[config.mk]
export PLATFORM = sky130hd
export DESIGN_NAME = uart_header_length_deframer
export DESIGN_NICKNAME = d
export VERILOG_FILES = /design/src/uhld_pkg.sv /design/src/uhld_step.sv /design/src/uart_header_length_deframer.sv
export SDC_FILE = /design/constraint.sdc
export NUM_CORES = 1
export LEC_CHECK = 0
export BUFFER_PORTS_ARGS = -buffer_cell sky130_fd_sc_hd__buf_2
export CAP_MARGIN = 20
export CORE_MARGIN = 2
export CORE_UTILIZATION = 35
export DETAILED_ROUTE_END_ITERATION = 12
export PLACE_DENSITY = 0.55
export SLEW_MARGIN = 15
export SYNTH_ARGS = -nofsm -noshare
export SYNTH_HDL_FRONTEND = slang
export SYNTH_HIERARCHICAL = 1
export SYNTH_SLANG_ARGS = --single-unit
[constraint.sdc]
create_clock -name clk -period 6.5 [get_ports clk]
set_clock_uncertainty 0.15 [all_clocks]
set_input_delay 1.3 -clock clk [delete_from_list [all_inputs] [get_ports clk]]
set_output_delay 1.3 -clock clk [all_outputs]
set_load 0.03 [all_outputs]
[src/uhld_pkg.sv]
package uhld_pkg;

	localparam int MAX_FRAME = 256;
	localparam int POS_W = $clog2(MAX_FRAME + 1);
	localparam int IDX_W = 8;
	localparam int BYTE_W = 8;
	localparam int LEN_W = 2 * BYTE_W + 1;

	localparam logic [BYTE_W-1:0] SYNC_FIRST = 8'hAA;
	localparam logic [BYTE_W-1:0] SYNC_SECOND = 8'h55;
	localparam int FRAME_OVERHEAD = 5;
	localparam int HEADER_LAST = 2;
	localparam int BODY_FIRST = 3;

	typedef enum logic [0:0] {
		OP_BYTE    = 1'b0,
		OP_RELEASE = 1'b1
	} opcode_t;

	typedef enum logic [3:0] {
		PH_HUNT   = 4'b0001,
		PH_HEADER = 4'b0010,
		PH_BODY   = 4'b0100,
		PH_HOLD   = 4'b1000
	} phase_t;

	typedef struct packed {
		phase_t phase;
		logic [BYTE_W-1:0] older;
		logic [BYTE_W-1:0] newer;
		logic [POS_W-1:0] wpos;
		logic [POS_W-1:0] total;
	} state_t;

	typedef struct packed {
		logic [BYTE_W-1:0] byte_value;
		logic [IDX_W-1:0] byte_index;
		logic frame_done;
		logic length_error;
	} result_t;

endpackage

[src/uhld_step.sv]
module uhld_step (
	input  uhld_pkg::state_t cur,
	input  uhld_pkg::opcode_t opcode,
	input  logic [uhld_pkg::BYTE_W-1:0] rx_byte,
	output uhld_pkg::state_t nxt,
	output logic res_valid,
	output uhld_pkg::result_t res
);

	logic [uhld_pkg::LEN_W-1:0] len_sum;
	logic [uhld_pkg::POS_W-1:0] pos_inc;

	assign len_sum = {1'b0, cur.newer, rx_byte} + uhld_pkg::LEN_W'(uhld_pkg::FRAME_OVERHEAD);
	assign pos_inc = cur.wpos + uhld_pkg::POS_W'(1);

	always_comb begin
		nxt = cur;
		res_valid = 1'b0;
		res = '0;
		if (opcode == uhld_pkg::OP_RELEASE) begin
			nxt.phase = uhld_pkg::PH_HUNT;
		end else begin
			nxt.older = cur.newer;
			nxt.newer = rx_byte;
			unique case (cur.phase)
				uhld_pkg::PH_HUNT: begin
					if (rx_byte == uhld_pkg::SYNC_SECOND && cur.newer == uhld_pkg::SYNC_FIRST) begin
						nxt.phase = uhld_pkg::PH_HEADER;
						nxt.wpos = '0;
						nxt.older = '0;
						nxt.newer = '0;
					end
				end
				uhld_pkg::PH_HEADER: begin
					res_valid = 1'b1;
					res.byte_value = rx_byte;
					res.byte_index = uhld_pkg::IDX_W'(cur.wpos);
					if (cur.wpos < uhld_pkg::POS_W'(uhld_pkg::HEADER_LAST)) begin
						nxt.wpos = pos_inc;
					end else if (len_sum > uhld_pkg::LEN_W'(uhld_pkg::MAX_FRAME)) begin
						res.length_error = 1'b1;
						nxt.phase = uhld_pkg::PH_HUNT;
						nxt.wpos = '0;
					end else begin
						nxt.total = uhld_pkg::POS_W'(len_sum);
						nxt.wpos = uhld_pkg::POS_W'(uhld_pkg::BODY_FIRST);
						nxt.phase = uhld_pkg::PH_BODY;
					end
				end
				uhld_pkg::PH_BODY: begin
					res_valid = 1'b1;
					res.byte_value = rx_byte;
					res.byte_index = uhld_pkg::IDX_W'(cur.wpos);
					res.frame_done = (pos_inc >= cur.total);
					nxt.wpos = pos_inc;
					if (pos_inc >= cur.total) begin
						nxt.phase = uhld_pkg::PH_HOLD;
					end
				end
				uhld_pkg::PH_HOLD: begin
				end
				default: begin
					nxt.phase = uhld_pkg::PH_HUNT;
				end
			endcase
		end
	end

endmodule

[src/uart_header_length_deframer.sv]
// A request taken into the input stage gives its result on m_tvalid via the result register.
// Throughput: one request per cycle while m_tready is high (input stage and result register).
// Requests that give no result (hunt bytes, held bytes, release) leave m_tvalid low for that cycle.
// Reset: arst_n is asynchronous and active low; it returns the block to hunting for sync,
// clears the byte window, the frame position and length, and empties both stages.
module uart_header_length_deframer (
	input  logic clk,
	input  logic arst_n,
	input  logic s_tvalid,
	output logic s_tready,
	input  logic [7:0] s_tdata,   // [7:0] rx_byte
	input  logic s_tuser,         // [0] opcode
	output logic m_tvalid,
	input  logic m_tready,
	output logic [15:0] m_tdata,  // [7:0] byte_value, [15:8] byte_index
	output logic m_tlast,         // frame_done
	output logic m_tuser          // [0] length_error
);

	uhld_pkg::state_t st_q;
	uhld_pkg::state_t st_nxt;
	uhld_pkg::result_t res;
	uhld_pkg::result_t res_q;
	logic res_valid;
	logic valid_s1;
	uhld_pkg::opcode_t opcode_s1;
	logic [uhld_pkg::BYTE_W-1:0] byte_s1;
	logic m_valid_q;
	logic adv;

	assign adv = !m_valid_q || m_tready;
	assign s_tready = !valid_s1 || adv;

	uhld_step u_step (
		.cur(st_q),
		.opcode(opcode_s1),
		.rx_byte(byte_s1),
		.nxt(st_nxt),
		.res_valid(res_valid),
		.res(res)
	);

	always_ff @(posedge clk or negedge arst_n) begin
		if (!arst_n) begin
			valid_s1 <= 1'b0;
			m_valid_q <= 1'b0;
			st_q.phase <= uhld_pkg::PH_HUNT;
			st_q.older <= '0;
			st_q.newer <= '0;
			st_q.wpos <= '0;
			st_q.total <= '0;
		end else begin
			if (s_tready) begin
				valid_s1 <= s_tvalid;
			end
			if (adv) begin
				m_valid_q <= valid_s1 && res_valid;
				if (valid_s1) begin
					st_q <= st_nxt;
				end
			end
		end
	end

	always_ff @(posedge clk) begin
		if (s_tready) begin
			opcode_s1 <= uhld_pkg::opcode_t'(s_tuser);
			byte_s1 <= s_tdata;
		end
		if (adv) begin
			res_q <= res;
		end
	end

	assign m_tvalid = m_valid_q;
	assign m_tdata = {res_q.byte_index, res_q.byte_value};
	assign m_tlast = res_q.frame_done;
	assign m_tuser = res_q.length_error;

`ifndef SYNTHESIS
	a_flags_exclusive: assert property (@(posedge clk) disable iff (!arst_n)
		m_tvalid |-> !(m_tlast && m_tuser))
		else $error("frame_done and length_error set together");

	a_error_at_length: assert property (@(posedge clk) disable iff (!arst_n)
		(m_tvalid && m_tuser) |-> (m_tdata[15:8] == 8'(uhld_pkg::HEADER_LAST)))
		else $error("length_error on a byte other than the last length byte");

	a_body_in_range: assert property (@(posedge clk) disable iff (!arst_n)
		(st_q.phase == uhld_pkg::PH_BODY) |-> (st_q.wpos < st_q.total))
		else $error("body position reached frame length without holding");

	a_stage_holds: assert property (@(posedge clk) disable iff (!arst_n)
		(valid_s1 && !adv) |=> (valid_s1 && $stable(byte_s1) && $stable(st_q)))
		else $error("stalled request or state changed");
`endif

endmodule

==> run_summary.xml <==
<?xml version="1.0" encoding="UTF-8"?>
<metrics>
  <group name="outcome">
    <metric name="outcome" unit="">finished, final reports clean</metric>
  </group>
  <group name="clock_tree">
    <metric name="hold_buffers" unit="">0</metric>
    <metric name="cts_post_setup_buffers_inserted" unit="">0</metric>
    <metric name="cts-buffers-inserted" unit="">9</metric>
    <metric name="ctsLongestPathBuffers" unit="">2</metric>
    <metric name="cts.reportedPaths.clkPinSlew" unit="ns">0.07</metric>
    <metric name="clock-sinks" unit="">59</metric>
    <metric name="cts_root_buf" unit="">sky130_fd_sc_hd__clkbuf_8</metric>
    <metric name="htree_num_levels" unit="">3</metric>
    <metric name="clock_network_latency_to_the_later_pin_of_the_worst_skew_pair" unit="ns">0.34</metric>
    <metric name="cts_tree" unit="">built</metric>
    <metric name="cts_resized" unit="">0</metric>
  </group>
  <group name="final_layout">
    <metric name="layout.cells.most_common" unit="">sky130_fd_sc_hd__buf_2</metric>
    <metric name="layout.nets" unit="">350</metric>
    <metric name="finalCoreUtilization" unit="%">40.1</metric>
    <metric name="fillCellCount" unit="">944</metric>
    <metric name="layout-drive-gt1-share" unit="%">26.4</metric>
    <metric name="syn2layout_area_growth" unit="%">12.7</metric>
    <metric name="final_cell_mix" unit="">sky130_fd_sc_hd__buf_2, sky130_fd_sc_hd__dfrtp_1, sky130_fd_sc_hd__edfxtp_1</metric>
    <metric name="insertedDiodeCount" unit="">0</metric>
  </group>
  <group name="setup_path">
    <metric name="cp-startpoint" unit="">m_tready</metric>
    <metric name="setup.worst_path.end" unit="">s_tready</metric>
    <metric name="cp_max_fo" unit="">11</metric>
    <metric name="crit_slowest_cell" unit="">sky130_fd_sc_hd__buf_4</metric>
    <metric name="cpPeakStageDelay" unit="ns">0.19</metric>
    <metric name="cp_num_buf_inv" unit="">3</metric>
    <metric name="worstSetupEndpointType" unit="">output port</metric>
    <metric name="r2r-end" unit="">st_q[5]$_DFFE_PN0P_</metric>
    <metric name="start_kind" unit="">input pin</metric>
    <metric name="largest_delay_share_family_worst_path" unit="">buffers and inverters</metric>
    <metric name="path_cells" unit="">buf_2 &gt; nand3b_1 &gt; buf_4 &gt; buf_2</metric>
    <metric name="timing.reg2reg.setup_slack" unit="ns">3.37</metric>
    <metric name="worst_r2r_startpoint" unit="">byte_s1[0]$_DFFE_PP_</metric>
    <metric name="crit_cells" unit="">4</metric>
    <metric name="worst-endpoint-arrival" unit="ns">1.92</metric>
    <metric name="timing.setup.critical_path_class" unit="">in -&gt; out</metric>
    <metric name="required" unit="ns">5.05</metric>
    <metric name="critical_path.most_common_cell" unit="">sky130_fd_sc_hd__buf_2</metric>
    <metric name="reg2regPathDepth" unit="">8</metric>
  </group>
  <group name="power">
    <metric name="powerDensity" unit="nW/um^2">207</metric>
    <metric name="power.clock.fraction" unit="%">39.8</metric>
    <metric name="share_comb_of_total_power" unit="%">7.3</metric>
    <metric name="power.leakage" unit="nW">1.76</metric>
    <metric name="p_sw" unit="W">0.000189</metric>
    <metric name="swShare" unit="%">23.7</metric>
    <metric name="p_int" unit="W">0.000607</metric>
    <metric name="pwr-share-seq" unit="%">52.9</metric>
    <metric name="vdd_ir_drop_max" unit="uV">106</metric>
  </group>
  <group name="placement">
    <metric name="post-dp-hpwl" unit="um">4650</metric>
    <metric name="place_congestion" unit="">0.806</metric>
    <metric name="portBuffers" unit="">32</metric>
    <metric name="dp_slack" unit="ns">3.13</metric>
  </group>
  <group name="logic_synthesis">
    <metric name="synth_fp_nets" unit="">320</metric>
    <metric name="yosys_warnings" unit="">6</metric>
    <metric name="post_syn_area" unit="um^2">3410</metric>
    <metric name="avgSynthCellArea" unit="um^2">11.6</metric>
    <metric name="synthCells" unit="">294</metric>
  </group>
  <group name="die">
    <metric name="die_area" unit="um^2">10600</metric>
    <metric name="start_util" unit="%">35.6</metric>
    <metric name="rows" unit="">36</metric>
    <metric name="placeableCoreArea" unit="um^2">9590</metric>
    <metric name="design.portCount" unit="">33</metric>
    <metric name="dieHeight" unit="um">103</metric>
    <metric name="die_w" unit="um">103</metric>
  </group>
  <group name="timing">
    <metric name="fin_crit" unit="ns">3.37</metric>
    <metric name="actual_transition_at_the_worst_max_transition_pin" unit="ns">0.938</metric>
    <metric name="finalSetupViolCount" unit="">0</metric>
    <metric name="relSlewSlack" unit="%">37.2</metric>
    <metric name="setup_repair_after_global_routing_missed_its_margin" unit="">no</metric>
    <metric name="fin_setup_tns" unit="ns">0</metric>
    <metric name="top_achievable_clock_speed" unit="GHz">0.297</metric>
    <metric name="drv_slew" unit="">0</metric>
    <metric name="finalCritPeriodShare" unit="%">51.9</metric>
    <metric name="hold_viol" unit="">0</metric>
    <metric name="fin_ws" unit="ns">3.13</metric>
    <metric name="fin_hold_ws" unit="ns">0.357</metric>
  </group>
  <group name="route">
    <metric name="via_density" unit="">4.86</metric>
    <metric name="vias" unit="">2244</metric>
    <metric name="drc_violations_left" unit="">0</metric>
    <metric name="final_routed_wirelength_across_all_metal_layers" unit="um">6810</metric>
    <metric name="post_route_antenna_net_violation_count" unit="">0</metric>
    <metric name="drt-initial-drc-count" unit="">93</metric>
    <metric name="wl_per_cell" unit="um">14.7</metric>
    <metric name="detailedRoute.firstPassIterationCount" unit="">4</metric>
  </group>
  <group name="global_route">
    <metric name="gr-usage-met1" unit="%">18.0</metric>
    <metric name="globalRoute.busiestLayer" unit="">met2</metric>
    <metric name="globalRoute.totalOverflow" unit="">0</metric>
    <metric name="track_usage" unit="%">14.3</metric>
    <metric name="grt_pass1_vias" unit="">2208</metric>
    <metric name="grt_first_pass_wirelength" unit="um">11300</metric>
    <metric name="global_route.usage.met2" unit="%">23.4</metric>
    <metric name="globalRouteMet3Util" unit="%">3.32</metric>
    <metric name="grt_max_degree" unit="">33</metric>
    <metric name="number_of_antenna_violations_at_the_first_check_in_global_routing" unit="">0</metric>
  </group>
  <group name="worst_hold_path">
    <metric name="worst_hold_path_type" unit="">reg -&gt; reg</metric>
    <metric name="hold_path_cells" unit="">1</metric>
  </group>
  <group name="job">
    <metric name="timing.max_cap.violations" unit="">0</metric>
  </group>
</metrics>
## worst min path at each step
stage | startpoint | endpoint | slack, ns
final | st_q[3]$_DFFE_PN0P_ | st_q[3]$_DFFE_PN0P_ | 0.36
after global routing | st_q[3]$_DFFE_PN0P_ | st_q[3]$_DFFE_PN0P_ | 0.37
after CTS | st_q[2]$_DFFE_PN0P_ | st_q[2]$_DFFE_PN0P_ | 0.36
after detailed placement | st_q[2]$_DFFE_PN0P_ | st_q[2]$_DFFE_PN0P_ | 0.34
after global placement | st_q[8]$_DFFE_PN0P_ | st_q[8]$_DFFE_PN0P_ | 0.34
after floorplan | st_q[36]$_DFFE_PN0P_ | st_q[36]$_DFFE_PN0P_ | 0.33
## layer usage
metal  vias up  wire length, um
li1       1126                -
met3         9              190
met1      1087             3190
met4         0              108
met2        22             3310
met5         -                0
## sequential cells by signal (all words and copies together) (netlist names)
register / count
m_tdata: 16
st_q: 30
valid_s1: 1
m_tuser: 1
m_tlast: 1
opcode_s1: 1
m_tvalid: 1
byte_s1: 8
## power groups by stage
stage               Clock (W)  Sequential [W]  Combinational (W)
floorplan                   0        0.000420          0.0000484
global placement            0        0.000428          0.0000577
detailed placement          0        0.000428          0.0000587
CTS                  0.000327        0.000421          0.0000590
global route         0.000342        0.000423          0.0000642
finish               0.000317        0.000421          0.0000581
## metrics by stage
| step | instances | total power [W] | instance area, um^2 |
|---|---|---|---|
| floorplan | 294 | 0.000468 | 3410 |
| global placement | 446 | 0.000485 | 3670 |
| detailed placement | 446 | 0.000487 | 3670 |
| CTS | 462 | 0.000807 | 3840 |
| global route | 462 | 0.000830 | 3840 |
| finish | 462 | 0.000796 | 3840 |
## area by class of cell
cell class,count,area [um^2],area share (%)
clock inverters,4,41.3,1.07
clock buffers,12,135,3.52
inverters,14,52.6,1.37
flip-flops and latches,59,1610,42.0
repair buffers,33,168,4.36
multi-input cells,207,1670,43.4
well taps,133,166,4.33
Power figures use the tool's default switching activity.
